[src/design/dlsel_pkg.sv]
package dlsel_pkg;

  // Field widths
  localparam int unsigned PT_W       = 16;
  localparam int unsigned ETA_W      = 14;
  localparam int unsigned ETA_MAX_W  = 13;
  localparam int unsigned ID_W       = 32;
  localparam int unsigned CNT_W      = 2;

  // Configuration port
  localparam int unsigned CFG_IDX_W  = 3;
  localparam int unsigned CFG_DATA_W = 16;

  // Species codes, both signs
  localparam logic [ID_W-1:0] ELE_ID     = ID_W'(11);
  localparam logic [ID_W-1:0] MU_ID      = ID_W'(13);
  localparam logic [ID_W-1:0] ELE_ID_NEG = ~ELE_ID + ID_W'(1);
  localparam logic [ID_W-1:0] MU_ID_NEG  = ~MU_ID + ID_W'(1);

  // Counters saturate here
  localparam logic [CNT_W-1:0] CNT_SAT = CNT_W'(2);

  // Queue between front and back
  localparam int unsigned FIFO_DEPTH = 2;
  localparam int unsigned FIFO_PTR_W = (FIFO_DEPTH > 1) ? $clog2(FIFO_DEPTH) : 1;
  localparam int unsigned FIFO_CNT_W = $clog2(FIFO_DEPTH + 1);

  // Reset values of the registers
  localparam logic [PT_W-1:0]      RST_ELE_LEAD_PT_MIN      = PT_W'(272);
  localparam logic [PT_W-1:0]      RST_ELE_SUB_PT_MIN       = PT_W'(192);
  localparam logic [PT_W-1:0]      RST_ELE_LEAD_PT_PROPOSED = PT_W'(368);
  localparam logic [PT_W-1:0]      RST_MU_LEAD_PT_MIN       = PT_W'(272);
  localparam logic [PT_W-1:0]      RST_MU_SUB_PT_MIN        = PT_W'(128);
  localparam logic [ETA_MAX_W-1:0] RST_ELE_ETA_MAX          = ETA_MAX_W'(2560);
  localparam logic [ETA_MAX_W-1:0] RST_MU_ETA_MAX           = ETA_MAX_W'(2458);

  typedef enum logic [CFG_IDX_W-1:0] {
    REG_ELE_LEAD_PT_MIN      = 3'd0,
    REG_ELE_SUB_PT_MIN       = 3'd1,
    REG_ELE_LEAD_PT_PROPOSED = 3'd2,
    REG_MU_LEAD_PT_MIN       = 3'd3,
    REG_MU_SUB_PT_MIN        = 3'd4,
    REG_ELE_ETA_MAX          = 3'd5,
    REG_MU_ETA_MAX           = 3'd6
  } cfg_reg_e;

  typedef struct packed {
    logic [PT_W-1:0]      ele_lead_pt_min;
    logic [PT_W-1:0]      ele_sub_pt_min;
    logic [PT_W-1:0]      ele_lead_pt_proposed;
    logic [PT_W-1:0]      mu_lead_pt_min;
    logic [PT_W-1:0]      mu_sub_pt_min;
    logic [ETA_MAX_W-1:0] ele_eta_max;
    logic [ETA_MAX_W-1:0] mu_eta_max;
  } cfg_t;

  // Classified word handed from front to back
  typedef struct packed {
    logic            is_ele;
    logic            is_mu;
    logic            in_eta;
    logic [PT_W-1:0] pt;
    logic            last;
  } item_t;

  typedef struct packed {
    logic                  empty;
    logic                  full;
    logic [FIFO_CNT_W-1:0] count;
  } fifo_stat_t;

  typedef struct packed {
    logic [CNT_W-1:0] seen;
    logic [CNT_W-1:0] kept;
    logic [PT_W-1:0]  top;
    logic [PT_W-1:0]  second;
  } flavor_t;

  typedef struct packed {
    logic ele_count_pass;
    logic ele_eta_pass;
    logic ele_pt_pass;
    logic ele_pt_new_fail;
    logic mu_count_pass;
    logic mu_eta_pass;
    logic mu_pt_pass;
    logic event_cut;
    logic event_cut_new;
  } result_t;

endpackage

[src/design/dlsel_in_if.sv]
interface dlsel_in_if;
  logic                                valid;
  logic                                ready;
  logic                                has_particle;
  logic signed [dlsel_pkg::ID_W-1:0]   species_id;
  logic signed [dlsel_pkg::ETA_W-1:0]  eta;
  logic        [dlsel_pkg::PT_W-1:0]   pt;
  logic                                end_of_event;

  modport source (
    output valid, has_particle, species_id, eta, pt, end_of_event,
    input  ready
  );
  modport sink (
    input  valid, has_particle, species_id, eta, pt, end_of_event,
    output ready
  );
endinterface

[src/design/dlsel_out_if.sv]
interface dlsel_out_if;
  logic valid;
  logic ready;
  logic ele_count_pass;
  logic ele_eta_pass;
  logic ele_pt_pass;
  logic ele_pt_new_fail;
  logic mu_count_pass;
  logic mu_eta_pass;
  logic mu_pt_pass;
  logic event_cut;
  logic event_cut_new;

  modport source (
    output valid, ele_count_pass, ele_eta_pass, ele_pt_pass, ele_pt_new_fail,
           mu_count_pass, mu_eta_pass, mu_pt_pass, event_cut, event_cut_new,
    input  ready
  );
  modport sink (
    input  valid, ele_count_pass, ele_eta_pass, ele_pt_pass, ele_pt_new_fail,
           mu_count_pass, mu_eta_pass, mu_pt_pass, event_cut, event_cut_new,
    output ready
  );
endinterface

[src/design/dlsel_fifo.sv]
module dlsel_fifo (
  input  logic                 clk_i,
  input  logic                 rst_ni,
  input  logic                 push_i,
  input  dlsel_pkg::item_t     item_i,
  input  logic                 pop_i,
  output dlsel_pkg::item_t     item_o,
  output dlsel_pkg::fifo_stat_t stat_o
);

  dlsel_pkg::item_t                     mem_q [dlsel_pkg::FIFO_DEPTH];
  logic [dlsel_pkg::FIFO_PTR_W-1:0]     wr_ptr_q, wr_ptr_d;
  logic [dlsel_pkg::FIFO_PTR_W-1:0]     rd_ptr_q, rd_ptr_d;
  logic [dlsel_pkg::FIFO_CNT_W-1:0]     count_q, count_d;

  // Pointer wrap at the queue depth
  function automatic logic [dlsel_pkg::FIFO_PTR_W-1:0] ptr_inc(
    logic [dlsel_pkg::FIFO_PTR_W-1:0] p
  );
    logic [dlsel_pkg::FIFO_PTR_W-1:0] r;
    if (p == dlsel_pkg::FIFO_PTR_W'(dlsel_pkg::FIFO_DEPTH - 1)) begin
      r = '0;
    end else begin
      r = p + dlsel_pkg::FIFO_PTR_W'(1);
    end
    return r;
  endfunction

  // Pointer and fill count update
  always_comb begin
    wr_ptr_d = push_i ? ptr_inc(wr_ptr_q) : wr_ptr_q;
    rd_ptr_d = pop_i  ? ptr_inc(rd_ptr_q) : rd_ptr_q;
    count_d  = count_q;
    if (push_i && !pop_i) begin
      count_d = count_q + dlsel_pkg::FIFO_CNT_W'(1);
    end else if (pop_i && !push_i) begin
      count_d = count_q - dlsel_pkg::FIFO_CNT_W'(1);
    end
  end

  always_ff @(posedge clk_i or negedge rst_ni) begin
    if (!rst_ni) begin
      wr_ptr_q <= '0;
      rd_ptr_q <= '0;
      count_q  <= '0;
    end else begin
      wr_ptr_q <= wr_ptr_d;
      rd_ptr_q <= rd_ptr_d;
      count_q  <= count_d;
    end
  end

  // Storage, no reset
  always_ff @(posedge clk_i) begin
    if (push_i) begin
      mem_q[wr_ptr_q] <= item_i;
    end
  end

  assign item_o       = mem_q[rd_ptr_q];
  assign stat_o.empty = (count_q == '0);
  assign stat_o.full  = (count_q == dlsel_pkg::FIFO_CNT_W'(dlsel_pkg::FIFO_DEPTH));
  assign stat_o.count = count_q;

endmodule

[src/design/dlsel_front.sv]
module dlsel_front (
  dlsel_in_if.sink              in_i,
  input  dlsel_pkg::cfg_t       cfg_i,
  input  dlsel_pkg::fifo_stat_t fifo_stat_i,
  output logic                  push_o,
  output dlsel_pkg::item_t      item_o
);

  logic [dlsel_pkg::ETA_W-1:0] eta_raw;
  logic [dlsel_pkg::ETA_W-1:0] abs_eta;
  logic [dlsel_pkg::ID_W-1:0]  id_raw;
  logic                        ele_code;
  logic                        mu_code;
  logic [dlsel_pkg::ETA_W-1:0] eta_lim;

  // Accept whenever the queue has a free slot
  assign in_i.ready = !fifo_stat_i.full;
  assign push_o     = in_i.valid && !fifo_stat_i.full;

  // Species decode, either sign
  assign id_raw   = in_i.species_id;
  assign ele_code = (id_raw == dlsel_pkg::ELE_ID) || (id_raw == dlsel_pkg::ELE_ID_NEG);
  assign mu_code  = (id_raw == dlsel_pkg::MU_ID)  || (id_raw == dlsel_pkg::MU_ID_NEG);

  // Magnitude of eta; the most negative code maps to 2^(ETA_W-1)
  assign eta_raw = in_i.eta;
  assign abs_eta = eta_raw[dlsel_pkg::ETA_W-1] ? (~eta_raw + dlsel_pkg::ETA_W'(1)) : eta_raw;

  // Limit of the flavor at hand
  assign eta_lim = mu_code ? dlsel_pkg::ETA_W'(cfg_i.mu_eta_max)
                           : dlsel_pkg::ETA_W'(cfg_i.ele_eta_max);

  always_comb begin
    item_o.is_ele = in_i.has_particle && ele_code;
    item_o.is_mu  = in_i.has_particle && mu_code;
    item_o.in_eta = (abs_eta <= eta_lim);
    item_o.pt     = in_i.pt;
    item_o.last   = in_i.end_of_event;
  end

endmodule

[src/design/dlsel_back.sv]
module dlsel_back (
  input  logic                  clk_i,
  input  logic                  rst_ni,
  input  dlsel_pkg::cfg_t       cfg_i,
  input  dlsel_pkg::fifo_stat_t fifo_stat_i,
  input  dlsel_pkg::item_t      item_i,
  output logic                  pop_o,
  dlsel_out_if.source           out_o
);

  dlsel_pkg::flavor_t ele_q, ele_d, ele_upd;
  dlsel_pkg::flavor_t mu_q, mu_d, mu_upd;
  dlsel_pkg::result_t res_q, res_d;
  logic               out_valid_q, out_valid_d;
  logic               slot_free;
  logic               e_cnt, e_eta, e_old, e_new, e_fail;
  logic               m_cnt, m_eta, m_pt;

  // Count and top-two update for one particle of a flavor
  function automatic dlsel_pkg::flavor_t take_particle(
    dlsel_pkg::flavor_t        f,
    logic                      in_eta,
    logic [dlsel_pkg::PT_W-1:0] pt
  );
    dlsel_pkg::flavor_t r;
    r = f;
    if (f.seen != dlsel_pkg::CNT_SAT) begin
      r.seen = f.seen + dlsel_pkg::CNT_W'(1);
    end
    if (in_eta) begin
      if (f.kept == '0) begin
        r.top = pt;
      end else if (pt > f.top) begin
        r.second = f.top;
        r.top    = pt;
      end else if ((f.kept == dlsel_pkg::CNT_W'(1)) || (pt > f.second)) begin
        r.second = pt;
      end
      if (f.kept != dlsel_pkg::CNT_SAT) begin
        r.kept = f.kept + dlsel_pkg::CNT_W'(1);
      end
    end
    return r;
  endfunction

  // Per-flavor state after the head word
  assign ele_upd = item_i.is_ele ? take_particle(ele_q, item_i.in_eta, item_i.pt) : ele_q;
  assign mu_upd  = item_i.is_mu  ? take_particle(mu_q,  item_i.in_eta, item_i.pt) : mu_q;

  // A closing word waits until the result register can take it
  assign slot_free = !out_valid_q || out_o.ready;
  assign pop_o     = !fifo_stat_i.empty && (!item_i.last || slot_free);

  // Stage flags on the closing word
  always_comb begin
    e_cnt  = (ele_upd.seen == dlsel_pkg::CNT_SAT);
    e_eta  = e_cnt && (ele_upd.kept == dlsel_pkg::CNT_SAT);
    e_old  = e_eta && (ele_upd.top > cfg_i.ele_lead_pt_min)
                   && (ele_upd.second > cfg_i.ele_sub_pt_min);
    e_new  = e_old && (ele_upd.top > cfg_i.ele_lead_pt_proposed);
    e_fail = e_old && !e_new;
    m_cnt  = (mu_upd.seen == dlsel_pkg::CNT_SAT);
    m_eta  = m_cnt && (mu_upd.kept == dlsel_pkg::CNT_SAT);
    m_pt   = m_eta && (mu_upd.top > cfg_i.mu_lead_pt_min)
                   && (mu_upd.second > cfg_i.mu_sub_pt_min);

    res_d.ele_count_pass  = e_cnt;
    res_d.ele_eta_pass    = e_eta;
    res_d.ele_pt_pass     = e_new;
    res_d.ele_pt_new_fail = e_fail;
    res_d.mu_count_pass   = m_cnt;
    res_d.mu_eta_pass     = m_eta;
    res_d.mu_pt_pass      = m_pt;
    res_d.event_cut       = !e_new && !m_pt;
    res_d.event_cut_new   = e_fail && !m_pt;
  end

  // Next state: clear after a closing word
  always_comb begin
    ele_d = ele_q;
    mu_d  = mu_q;
    if (pop_o) begin
      if (item_i.last) begin
        ele_d = '0;
        mu_d  = '0;
      end else begin
        ele_d = ele_upd;
        mu_d  = mu_upd;
      end
    end
    out_valid_d = (out_valid_q && !out_o.ready) || (pop_o && item_i.last);
  end

  always_ff @(posedge clk_i or negedge rst_ni) begin
    if (!rst_ni) begin
      ele_q       <= '0;
      mu_q        <= '0;
      out_valid_q <= 1'b0;
    end else begin
      ele_q       <= ele_d;
      mu_q        <= mu_d;
      out_valid_q <= out_valid_d;
    end
  end

  // Result register
  always_ff @(posedge clk_i) begin
    if (pop_o && item_i.last) begin
      res_q <= res_d;
    end
  end

  assign out_o.valid           = out_valid_q;
  assign out_o.ele_count_pass  = res_q.ele_count_pass;
  assign out_o.ele_eta_pass    = res_q.ele_eta_pass;
  assign out_o.ele_pt_pass     = res_q.ele_pt_pass;
  assign out_o.ele_pt_new_fail = res_q.ele_pt_new_fail;
  assign out_o.mu_count_pass   = res_q.mu_count_pass;
  assign out_o.mu_eta_pass     = res_q.mu_eta_pass;
  assign out_o.mu_pt_pass      = res_q.mu_pt_pass;
  assign out_o.event_cut       = res_q.event_cut;
  assign out_o.event_cut_new   = res_q.event_cut_new;

endmodule

[src/design/dilepton_event_selector_top.sv]
// Dilepton event selector.
// in_i carries one particle word per handshake (has_particle, species_id, eta,
// pt, end_of_event); a word is taken when valid and ready are both high.
// Electrons (|id| 11) and muons (|id| 13) are counted, checked against their
// eta limit and their two highest pT values tracked; other words only matter
// for end_of_event. The word with end_of_event produces one result word on
// out_o with the stage flags, and the per-event state is cleared.
// Throughput: one word per cycle while out_o takes its results. The front
// classifies and writes a two-entry queue; the back updates the flavor state
// from the queue head on each pop. A closing word passes through the queue
// and then the result register before its result shows on out_o.
// When out_o stalls, words ahead of a closing word still drain; the closing
// word waits at the queue head until the result register is free, and
// in_i.ready drops once the queue has filled up behind it.
// cfg_we_i/cfg_idx_i/cfg_data_i write the threshold registers; write only
// while no event is in flight. Indexes beyond the list are ignored.
// Reset clears the queue, the flavor state and the result valid, and loads
// the default thresholds.
module dilepton_event_selector_top (
  input  logic                                  clk_i,
  input  logic                                  rst_ni,
  dlsel_in_if.sink                              in_i,
  dlsel_out_if.source                           out_o,
  input  logic                                  cfg_we_i,
  input  logic [dlsel_pkg::CFG_IDX_W-1:0]       cfg_idx_i,
  input  logic [dlsel_pkg::CFG_DATA_W-1:0]      cfg_data_i
);

  dlsel_pkg::cfg_t       cfg_q, cfg_d;
  dlsel_pkg::fifo_stat_t fifo_stat;
  dlsel_pkg::item_t      push_item;
  dlsel_pkg::item_t      head_item;
  logic                  push;
  logic                  pop;

  // Threshold registers
  always_comb begin
    cfg_d = cfg_q;
    if (cfg_we_i) begin
      case (dlsel_pkg::cfg_reg_e'(cfg_idx_i))
        dlsel_pkg::REG_ELE_LEAD_PT_MIN:
          cfg_d.ele_lead_pt_min = dlsel_pkg::PT_W'(cfg_data_i);
        dlsel_pkg::REG_ELE_SUB_PT_MIN:
          cfg_d.ele_sub_pt_min = dlsel_pkg::PT_W'(cfg_data_i);
        dlsel_pkg::REG_ELE_LEAD_PT_PROPOSED:
          cfg_d.ele_lead_pt_proposed = dlsel_pkg::PT_W'(cfg_data_i);
        dlsel_pkg::REG_MU_LEAD_PT_MIN:
          cfg_d.mu_lead_pt_min = dlsel_pkg::PT_W'(cfg_data_i);
        dlsel_pkg::REG_MU_SUB_PT_MIN:
          cfg_d.mu_sub_pt_min = dlsel_pkg::PT_W'(cfg_data_i);
        dlsel_pkg::REG_ELE_ETA_MAX:
          cfg_d.ele_eta_max = cfg_data_i[dlsel_pkg::ETA_MAX_W-1:0];
        dlsel_pkg::REG_MU_ETA_MAX:
          cfg_d.mu_eta_max = cfg_data_i[dlsel_pkg::ETA_MAX_W-1:0];
        default: cfg_d = cfg_q;
      endcase
    end
  end

  always_ff @(posedge clk_i or negedge rst_ni) begin
    if (!rst_ni) begin
      cfg_q.ele_lead_pt_min      <= dlsel_pkg::RST_ELE_LEAD_PT_MIN;
      cfg_q.ele_sub_pt_min       <= dlsel_pkg::RST_ELE_SUB_PT_MIN;
      cfg_q.ele_lead_pt_proposed <= dlsel_pkg::RST_ELE_LEAD_PT_PROPOSED;
      cfg_q.mu_lead_pt_min       <= dlsel_pkg::RST_MU_LEAD_PT_MIN;
      cfg_q.mu_sub_pt_min        <= dlsel_pkg::RST_MU_SUB_PT_MIN;
      cfg_q.ele_eta_max          <= dlsel_pkg::RST_ELE_ETA_MAX;
      cfg_q.mu_eta_max           <= dlsel_pkg::RST_MU_ETA_MAX;
    end else begin
      cfg_q <= cfg_d;
    end
  end

  // Front: accept and classify
  dlsel_front u_front (
    .in_i        (in_i),
    .cfg_i       (cfg_q),
    .fifo_stat_i (fifo_stat),
    .push_o      (push),
    .item_o      (push_item)
  );

  // Queue between front and back
  dlsel_fifo u_fifo (
    .clk_i  (clk_i),
    .rst_ni (rst_ni),
    .push_i (push),
    .item_i (push_item),
    .pop_i  (pop),
    .item_o (head_item),
    .stat_o (fifo_stat)
  );

  // Back: flavor state and result register
  dlsel_back u_back (
    .clk_i       (clk_i),
    .rst_ni      (rst_ni),
    .cfg_i       (cfg_q),
    .fifo_stat_i (fifo_stat),
    .item_i      (head_item),
    .pop_o       (pop),
    .out_o       (out_o)
  );

  // Queue never overfills
  assert property (@(posedge clk_i) disable iff (!rst_ni)
    fifo_stat.count <= dlsel_pkg::FIFO_CNT_W'(dlsel_pkg::FIFO_DEPTH))
    else $error("queue count above depth");

  // Back never reads an empty queue
  assert property (@(posedge clk_i) disable iff (!rst_ni)
    pop |-> !fifo_stat.empty)
    else $error("pop from empty queue");

  // A word pushed into an empty queue is at the head next cycle
  assert property (@(posedge clk_i) disable iff (!rst_ni)
    (push && fifo_stat.empty) |=> !fifo_stat.empty)
    else $error("pushed word lost");

  // Proposed-limit failure excludes the tight pass and needs the eta stage
  assert property (@(posedge clk_i) disable iff (!rst_ni)
    (out_o.valid && out_o.ele_pt_new_fail) |-> (out_o.ele_eta_pass && !out_o.ele_pt_pass))
    else $error("inconsistent electron flags");

endmodule
[src/flat_wrapper.sv]
// flat-port wrapper written by rule: the top's interface ports become plain ports
module dilepton_event_selector_top_flat 
  (clk_i, rst_ni, cfg_we_i, cfg_idx_i, cfg_data_i, in_i_valid, in_i_has_particle, in_i_species_id, in_i_eta, in_i_pt, in_i_end_of_event, in_i_ready, out_o_valid, out_o_ele_count_pass, out_o_ele_eta_pass, out_o_ele_pt_pass, out_o_ele_pt_new_fail, out_o_mu_count_pass, out_o_mu_eta_pass, out_o_mu_pt_pass, out_o_event_cut, out_o_event_cut_new, out_o_ready);
  dlsel_in_if in_i_i ();
  dlsel_out_if out_o_i ();
  input  logic clk_i;
  input  logic rst_ni;
  input  logic cfg_we_i;
  input  logic [dlsel_pkg::CFG_IDX_W-1:0] cfg_idx_i;
  input  logic [dlsel_pkg::CFG_DATA_W-1:0] cfg_data_i;
  input wire logic [$bits(in_i_i.valid)-1:0] in_i_valid;
  input wire logic [$bits(in_i_i.has_particle)-1:0] in_i_has_particle;
  input wire logic [$bits(in_i_i.species_id)-1:0] in_i_species_id;
  input wire logic [$bits(in_i_i.eta)-1:0] in_i_eta;
  input wire logic [$bits(in_i_i.pt)-1:0] in_i_pt;
  input wire logic [$bits(in_i_i.end_of_event)-1:0] in_i_end_of_event;
  output wire logic [$bits(in_i_i.ready)-1:0] in_i_ready;
  output wire logic [$bits(out_o_i.valid)-1:0] out_o_valid;
  output wire logic [$bits(out_o_i.ele_count_pass)-1:0] out_o_ele_count_pass;
  output wire logic [$bits(out_o_i.ele_eta_pass)-1:0] out_o_ele_eta_pass;
  output wire logic [$bits(out_o_i.ele_pt_pass)-1:0] out_o_ele_pt_pass;
  output wire logic [$bits(out_o_i.ele_pt_new_fail)-1:0] out_o_ele_pt_new_fail;
  output wire logic [$bits(out_o_i.mu_count_pass)-1:0] out_o_mu_count_pass;
  output wire logic [$bits(out_o_i.mu_eta_pass)-1:0] out_o_mu_eta_pass;
  output wire logic [$bits(out_o_i.mu_pt_pass)-1:0] out_o_mu_pt_pass;
  output wire logic [$bits(out_o_i.event_cut)-1:0] out_o_event_cut;
  output wire logic [$bits(out_o_i.event_cut_new)-1:0] out_o_event_cut_new;
  input wire logic [$bits(out_o_i.ready)-1:0] out_o_ready;
  assign in_i_i.valid = in_i_valid;
  assign in_i_i.has_particle = in_i_has_particle;
  assign in_i_i.species_id = in_i_species_id;
  assign in_i_i.eta = in_i_eta;
  assign in_i_i.pt = in_i_pt;
  assign in_i_i.end_of_event = in_i_end_of_event;
  assign in_i_ready = in_i_i.ready;
  assign out_o_valid = out_o_i.valid;
  assign out_o_ele_count_pass = out_o_i.ele_count_pass;
  assign out_o_ele_eta_pass = out_o_i.ele_eta_pass;
  assign out_o_ele_pt_pass = out_o_i.ele_pt_pass;
  assign out_o_ele_pt_new_fail = out_o_i.ele_pt_new_fail;
  assign out_o_mu_count_pass = out_o_i.mu_count_pass;
  assign out_o_mu_eta_pass = out_o_i.mu_eta_pass;
  assign out_o_mu_pt_pass = out_o_i.mu_pt_pass;
  assign out_o_event_cut = out_o_i.event_cut;
  assign out_o_event_cut_new = out_o_i.event_cut_new;
  assign out_o_i.ready = out_o_ready;
  dilepton_event_selector_top u_core (.clk_i(clk_i), .rst_ni(rst_ni), .in_i(in_i_i), .out_o(out_o_i), .cfg_we_i(cfg_we_i), .cfg_idx_i(cfg_idx_i), .cfg_data_i(cfg_data_i));
endmodule
[config.mk]
export PLATFORM = sky130hd
export DESIGN_NAME = dilepton_event_selector_top_flat
export DESIGN_NICKNAME = d
export VERILOG_FILES = /design/src/design/dlsel_pkg.sv /design/src/design/dlsel_in_if.sv /design/src/design/dlsel_out_if.sv /design/src/design/dlsel_fifo.sv /design/src/design/dlsel_front.sv /design/src/design/dlsel_back.sv /design/src/design/dilepton_event_selector_top.sv /design/src/flat_wrapper.sv
export SDC_FILE = /design/constraint.sdc
export NUM_CORES = 1
export LEC_CHECK = 0
export BUFFER_PORTS_ARGS = -buffer_cell sky130_fd_sc_hd__buf_2
export CORE_ASPECT_RATIO = 0.8
export CORE_MARGIN = 2
export CORE_UTILIZATION = 50
export CTS_BUF_LIST = sky130_fd_sc_hd__clkbuf_16
export CTS_CLUSTER_DIAMETER = 40
export DETAILED_ROUTE_END_ITERATION = 10
export PLACE_DENSITY = 0.8
export SETUP_SLACK_MARGIN = 0.4
export SYNTH_ARGS = -nofsm -noshare
export SYNTH_HDL_FRONTEND = slang
export SYNTH_SLANG_ARGS = --single-unit
[constraint.sdc]
create_clock -name clk_i -period 5.65 [get_ports clk_i]
set_clock_uncertainty 0.15 [all_clocks]
set_input_delay 0.8475 -clock clk_i [delete_from_list [all_inputs] [get_ports clk_i]]
set_output_delay 0.8475 -clock clk_i [all_outputs]
set_load 0.03 [all_outputs]
* Word-level counts from Yosys, hierarchy flattened
Memory sizes are Yosys's and may differ from the RTL's.
Cells that the tools add are included.
** Cells by class
- $add $sub $neg :: 9
- Order comparisons :: 10
- Eq/ne operators :: 21
- Muxes and demuxes :: 28
- Bitwise operators :: 1
- Reductions and logical operators :: 46
** Operators with widths (count)
- $mux W16 :: 10
- $gt A16 B16 Y1 :: 9
- $mux W36 :: 4
- $mux W34 :: 2
- $eq A32 B32 Y1 const B :: 2
- $eq A32 B4 Y1 const B :: 2
- $logic_and A1 B1 Y1 :: 18
- $add A14 B1 Y14 const B :: 1
- $le A14 B13 Y1 :: 1
- $mux W14 :: 1
- $not A14 Y14 :: 1
- $reduce_and A2 Y1 :: 7
- $mux W13 :: 1
- $mux W2 :: 6
- $add A2 B1 Y2 const B :: 5
- $eq A2 B2 Y1 const B :: 5
- $eq A3 B3 Y1 const B :: 3
- $logic_not A1 Y1 :: 9
- $ne A2 B2 Y1 const B :: 4
- $logic_or A1 B1 Y1 :: 7
- $eq A3 B2 Y1 const B :: 2
- $logic_not A2 Y1 :: 3
- $eq A2 B1 Y1 const B :: 2
- $mux W1 :: 4
- other kinds (5) :: 6
** Storage, ports and cells
- Register bits after elaboration :: 192
- Memory bits (writable) :: 40
- Input port bits :: 88
- Output and inout port bits :: 11
- Word-level logic and storage cells :: 144
- Memories :: 1
** Memories
- u_core.u_fifo.mem_q :: words 2, bits a word 20, read ports 1, clocked after memory_dff 0, write ports 1, RTL line dlsel_fifo.sv:11 : dlsel_pkg::item_t mem_q [dlsel_pkg::FIFO_DEPTH];

* Logic depth before layout (Yosys ltp)
An unclocked memory read counts as a cell.
- Word-level depth :: 16
- Depth in mapped cells :: 23
- Depth with buffers taken out :: 18

* Modules after synthesis
A second synthesis with hierarchy kept.
** Unflattened totals
- Cells, all modules :: 1483
- Area, all modules :: 15663.8 um^2
** Modules (own cells, without submodules)
- dlsel_back :: times used 1, cells an instance 1041, area each 8839.7 um^2, seq. area each 2097.0 um^2
- dilepton_event_selector_top :: times used 1, cells an instance 229, area each 4065.1 um^2, seq. area each 2676.3 um^2
- dlsel_fifo :: times used 1, cells an instance 78, area each 1707.9 um^2, seq. area each 1301.2 um^2
- dlsel_front :: times used 1, cells an instance 135, area each 1051.0 um^2, seq. area each 0.0 um^2

* Least setup slack after synthesis
No wires, ideal clock.
- Path kind :: reg-to-reg
- From :: reg u_core.u_fifo.rd_ptr_q
- To :: reg u_core.u_back.res_q, in the netlist u_core.u_back.out_o.ele_pt_pass (data pin)
- Setup time :: 255 ps
- Arrival time :: 4557 ps
- Data required time :: 5245 ps
- Path slack :: 688 ps
- Stages on the path, launching flop included :: 21
- Buffers on the path :: 4
- Period minus slack after synthesis :: 4962 ps
- Cell sequence :: dfrtp_1 buf_2 buf_6 buf_2 mux2i_1 inv_1 ha_1 nand4_1 or4_1 o31a_1 o21ai_4 buf_2 nor2_1 a21oi_1 ha_1 a21o_1 a21o_1 a2111oi_0 o21ai_0 o21a_1 and2_1
** Between the ends
- Word-level cells in the longest chain between the ends :: 11
- Elaborated cells between the ends (all ways) :: 20
- Those cells by class :: order compare: 5; eq/ne: 2; mux: 7; reduce/logical: 5; memory: 1
** Ends and longest elaborated chain
- start, declared :: RTL line dlsel_fifo.sv:13 : logic [dlsel_pkg::FIFO_PTR_W-1:0] rd_ptr_q, rd_ptr_d;
- start signal, assigned :: RTL line dlsel_fifo.sv:48 : rd_ptr_q <= rd_ptr_d;
- $mem_v2 Z2 W20 *
- $gt A16 B16 Y1 :: RTL line dlsel_back.sv:36 : end else if ((f.kept == dlsel_pkg::CNT_W'(1)) || (pt > f.second)) begin
- $logic_or A1 B1 Y1 :: RTL line dlsel_back.sv:36
- $mux W16 :: RTL line dlsel_back.sv:36
- $mux W16 :: RTL line dlsel_back.sv:33 : end else if (pt > f.top) begin
- $mux W16 :: RTL line dlsel_back.sv:31 : if (f.kept == '0) begin
- $mux W34 :: RTL line dlsel_back.sv:30 : if (in_eta) begin
- $mux W36 * :: RTL line dlsel_back.sv:47 : assign ele_upd = item_i.is_ele ? take_particle(ele_q, item_i.in_eta, item_i.pt) : ele_q;
- $gt A16 B16 Y1 :: RTL line dlsel_back.sv:59 : && (ele_upd.second > cfg_i.ele_sub_pt_min);
- $logic_and A1 B1 Y1 :: RTL line dlsel_back.sv:59
- $logic_and A1 B1 Y1 * :: RTL line dlsel_back.sv:60 : e_new = e_old && (ele_upd.top > cfg_i.ele_lead_pt_proposed);
- via u_core.u_back.e_new :: RTL line dlsel_back.sv:16 : logic e_cnt, e_eta, e_old, e_new, e_fail;
- end signal, assigned :: RTL line dlsel_back.sv:109 : res_q <= res_d;
- end, declared :: RTL line dlsel_back.sv:13 : dlsel_pkg::result_t res_q, res_d;
Mark *: on every way through the listed nets, which the timed path passes. The rest lies on a longest branch.
A chain may end at the register's enable or synchronous reset.

==> results.ini <==
[placement]
place_ws_ns = 0.441
placed_area_um2 = 15700
dp_cells = 1955
place_congestion = 1.00
dp_hpwl_mm = 31.7
io_buffers = 98

[synth]
synth_nets = 1749
synth_area_leader_cell = dfrtp_1
synth_area_um2 = 14600
synthTopCellsByArea = dfrtp_1 28%, ha_1 14%, edfxtp_1 10%
yosysSeqAreaShare_pct = 41.6
synth_top_cell_area_share_pct = 28.1
syn_inst = 1494
ys.flop_type = dfrtp_1
synth_edf_count = 49
syn_area_per_cell_um2 = 9.78
synth-seq-cells = 232
synth_cell_types = 77
yosys_warnings = 0
async_flop_share_pct = 78.9

[drt]
detail-route-antenna-nets = 0
wire_per_inst_um = 21.6
num_vias = 12700
drc = 0
via_per_inst = 6.25
drtPass1Iterations = 5
drtIter0Drc = 1549
totalWireLength_mm = 44.0

[critical_path]
crit_required_ns = 5.84
cp_slowest_cell = or4_1
cpLargestDelayFamily = compound AO/OA/AOI/OAI gates
critPathCaptureType = register
critPathBufInv = 6
crit_chain = buf_12, mux2i_2, inv_1, buf_4, ha_1, a211oi_2, nand3_1, a2111oi_4, a31oi_4, buf_12, o21ai_4, buf_4, nand2_1, o21ai_1, ha_1, nand4_1, or4_1, o311ai_1, a221oi_2, buf_4, nor3_1
critPathKind = register to register
timing.rr.start = u_core.u_fifo.rd_ptr_q
start_kind = register
path_max_fanout = 12
worstSetupStartpoint = u_core.u_fifo.rd_ptr_q
cp_common_cell = buf_4
critPathMaxStageDelay_ns = 0.58
cp_data_arrival_time_ns = 5.37

[timing]
worst_slack_ns = 0.470
tns_ns = 0
clock.fmax_mhz = 193
final-max-slew-violation-count = 0
post-route-period-util_pct = 91.7
tightest_slew_ns = 1.23
slew_headroom_pct = 18.2
finalSetupViolCount = 0
rsz0062_at_grt = no
hold_viol_final = 0
fin_crit_ns = 5.18
whs_ns = 0.198

[global_routing]
overflow = 0
grt_pass1_vias = 12000
grt_pass1_wl_mm = 66.6
track_usage_pct = 28.0
grt_max_degree = 118
antenna_found_initial = 0

[final_layout]
layout.cells.non_filler = 2037
n_fill_cell = 2330
nets = 1896
diodes = 0
fin_area_um2 = 17300
areaGrowthSynthToFinish_pct = 18.7
drive_gt1_share_pct = 20.7
final_core_util_pct = 60.9

[cts]
ctsHoldBuffers = 0
numCtsBuffers = 35
clk_pin_slew_ns = 0.06
cts_root_buf = clkbuf_16
clock_path_buffers = 3
h-tree-depth = 2
clock_latency_ns = 0.53
cts_tree = built
cts_num_sinks = 232

[die]
start_util_pct = 51.3
dieArea_um2 = 30600
rows = 55
die_h_um = 157
ios = 99
fp.dieW_um = 195
coreArea_um2 = 28500

[power_and_ir_drop]
cellLeakagePower_nw = 7.58
ir_drop_v = 0.000361
p_per_area_nw_per_um2 = 588
total_power_mw = 10.2

[job]
timing.max_cap.violations = 0

[hold_path]
hold_path_class = primary input to async pin

[outcome]
status = finished clean

[kinds of logic after synthesis]
| group | share of synthesized area [%] |
|---|---|
| fa+ha+maj | 14.3 |
| simple gates | 11.6 |
| mux | 5.75 |
| buf+inv | 6.27 |
| flops | 41.6 |
| xor+xnor | 0.959 |
| compound gates | 19.5 |
[state kept, by name (all words and copies together), names as in the netlist]
register	cells
u_core.u_back.out_o.mu_count_pass	1
u_core.u_back.out_o.event_cut	1
u_core.u_back.out_o.mu_eta_pass	1
u_core.u_back.out_o.valid	1
u_core.cfg_q	106
u_core.u_back.out_o.ele_pt_pass	1
u_core.u_back.out_o.ele_pt_new_fail	1
u_core.u_fifo.mem_q	40
u_core.u_back.ele_q	36
u_core.u_back.out_o.mu_pt_pass	1
u_core.u_fifo.count_q	2
u_core.u_back.mu_q	36
u_core.u_fifo.rd_ptr_q	1
u_core.u_back.out_o.ele_count_pass	1
u_core.u_back.out_o.ele_eta_pass	1
u_core.u_fifo.wr_ptr_q	1
u_core.u_back.out_o.event_cut_new	1
[placed cells by master, fill, tap and decap left out, types with 17 or more instances in the layout]
cell | netlist | layout
dfrtp_1 | 164 | 163
edfxtp_1 | 49 | 49
o211ai_1 | 38 | 38
buf_2 | 18 | 97
a22oi_1 | 17 | 17
nor2_1 | 79 | 79
nand2_1 | 104 | 104
mux2i_1 | 30 | 28
ha_1 | 167 | 167
inv_1 | 167 | 169
clkbuf_16 | 0 | 38
nand3_1 | 34 | 34
mux2_2 | 48 | 48
a21oi_1 | 106 | 102
nand4_1 | 34 | 34
o21ai_0 | 125 | 119
dfstp_2 | 19 | 19
buf_4 | 6 | 59
o2bb2ai_1 | 32 | 32
[worst reg2reg max path, stage by stage, from the launching register on]
cell and delay [ns]:
dfrtp_2 0.42, buf_12 0.17, mux2i_2 0.26, inv_1 0.09
buf_4 0.20, ha_1 0.34, a211oi_2 0.25, nand3_1 0.16
a2111oi_4 0.46, a31oi_4 0.21, buf_12 0.18, o21ai_4 0.26
buf_4 0.19, nand2_1 0.07, o21ai_1 0.15, ha_1 0.22
nand4_1 0.11, or4_1 0.58, o311ai_1 0.14, a221oi_2 0.06
buf_4 0.17, nor3_1 0.15
[what timing repair did]
item,4_1_cts,5_1_grt
endpoints found under the setup margin,1,5
pin swaps,1,17
gates cloned,0,6
resized for setup,1,36
setup buffers,0,13
[synthesized netlist by cell type (4+ instances only)]
| master | n |
|---|---|
| ha_1 | 167 |
| inv_1 | 167 |
| dfrtp_1 | 164 |
| o21ai_0 | 125 |
| a21oi_1 | 106 |
| nand2_1 | 104 |
| nor2_1 | 79 |
| edfxtp_1 | 49 |
| mux2_2 | 48 |
| o211ai_1 | 38 |
| clkbuf_1 | 34 |
| nand3_1 | 34 |
| nand4_1 | 34 |
| o2bb2ai_1 | 32 |
| mux2i_1 | 30 |
| dfstp_2 | 19 |
| buf_2 | 18 |
| a22oi_1 | 17 |
| a21o_1 | 16 |
| and3_1 | 16 |
| nor2b_1 | 16 |
| xnor2_1 | 14 |
| nand2b_1 | 12 |
| nor4_1 | 12 |
| nor3_1 | 11 |
| o32ai_1 | 11 |
| o21a_1 | 10 |
| a32o_1 | 9 |
| buf_4 | 6 |
| nand3b_1 | 5 |
| o32ai_2 | 5 |
| a2111oi_0 | 4 |
| nand4b_1 | 4 |
| nor3b_1 | 4 |
| o31ai_1 | 4 |
| or4_1 | 4 |
[power breakdown]
group          switching [mW]  total (mW)  leakage [nW]  internal, mW
logic                    3.36        5.42          4.22          2.06
clock network           0.850        2.25         0.598          1.40
registers               0.339        2.54          2.76          2.20
total                    4.55        10.2          7.58          5.66
[layout make-up]
type / instances / area (um2) / area share, %
inverters: 168 / 631 / 3.64
clock inverters: 26 / 288 / 1.66
multi-input cells: 1039 / 7870 / 45.4
clock buffers: 37 / 926 / 5.34
repair buffers: 165 / 1090 / 6.27
flip-flops and latches: 232 / 6080 / 35.0
well taps: 370 / 463 / 2.67
[layer usage]
metal  up-vias  part of all wire [%]  GRT usage, %
li1       5759                     -             -
met4         0                   3.0          8.65
met3       135                    11          6.43
met5         -                     0             0
met1      6141                    43          39.7
met2       700                    44          42.9
[worst paths after layout]
check	to	slack (ns)	cells past startpoint
setup / recovery	u_core.u_back.out_o.event_cut_new	0.47	21
hold / removal	u_core.cfg_q[39]	0.20	1
setup reg to reg	u_core.u_back.out_o.event_cut_new	0.47	21
hold reg to reg	u_core.u_fifo.wr_ptr_q	0.34	1
max in group asynchronous	u_core.u_fifo.rd_ptr_q	4.06	2
min in group clk_i	u_core.u_fifo.wr_ptr_q	0.34	1
(Power assumes the default switching activity.)
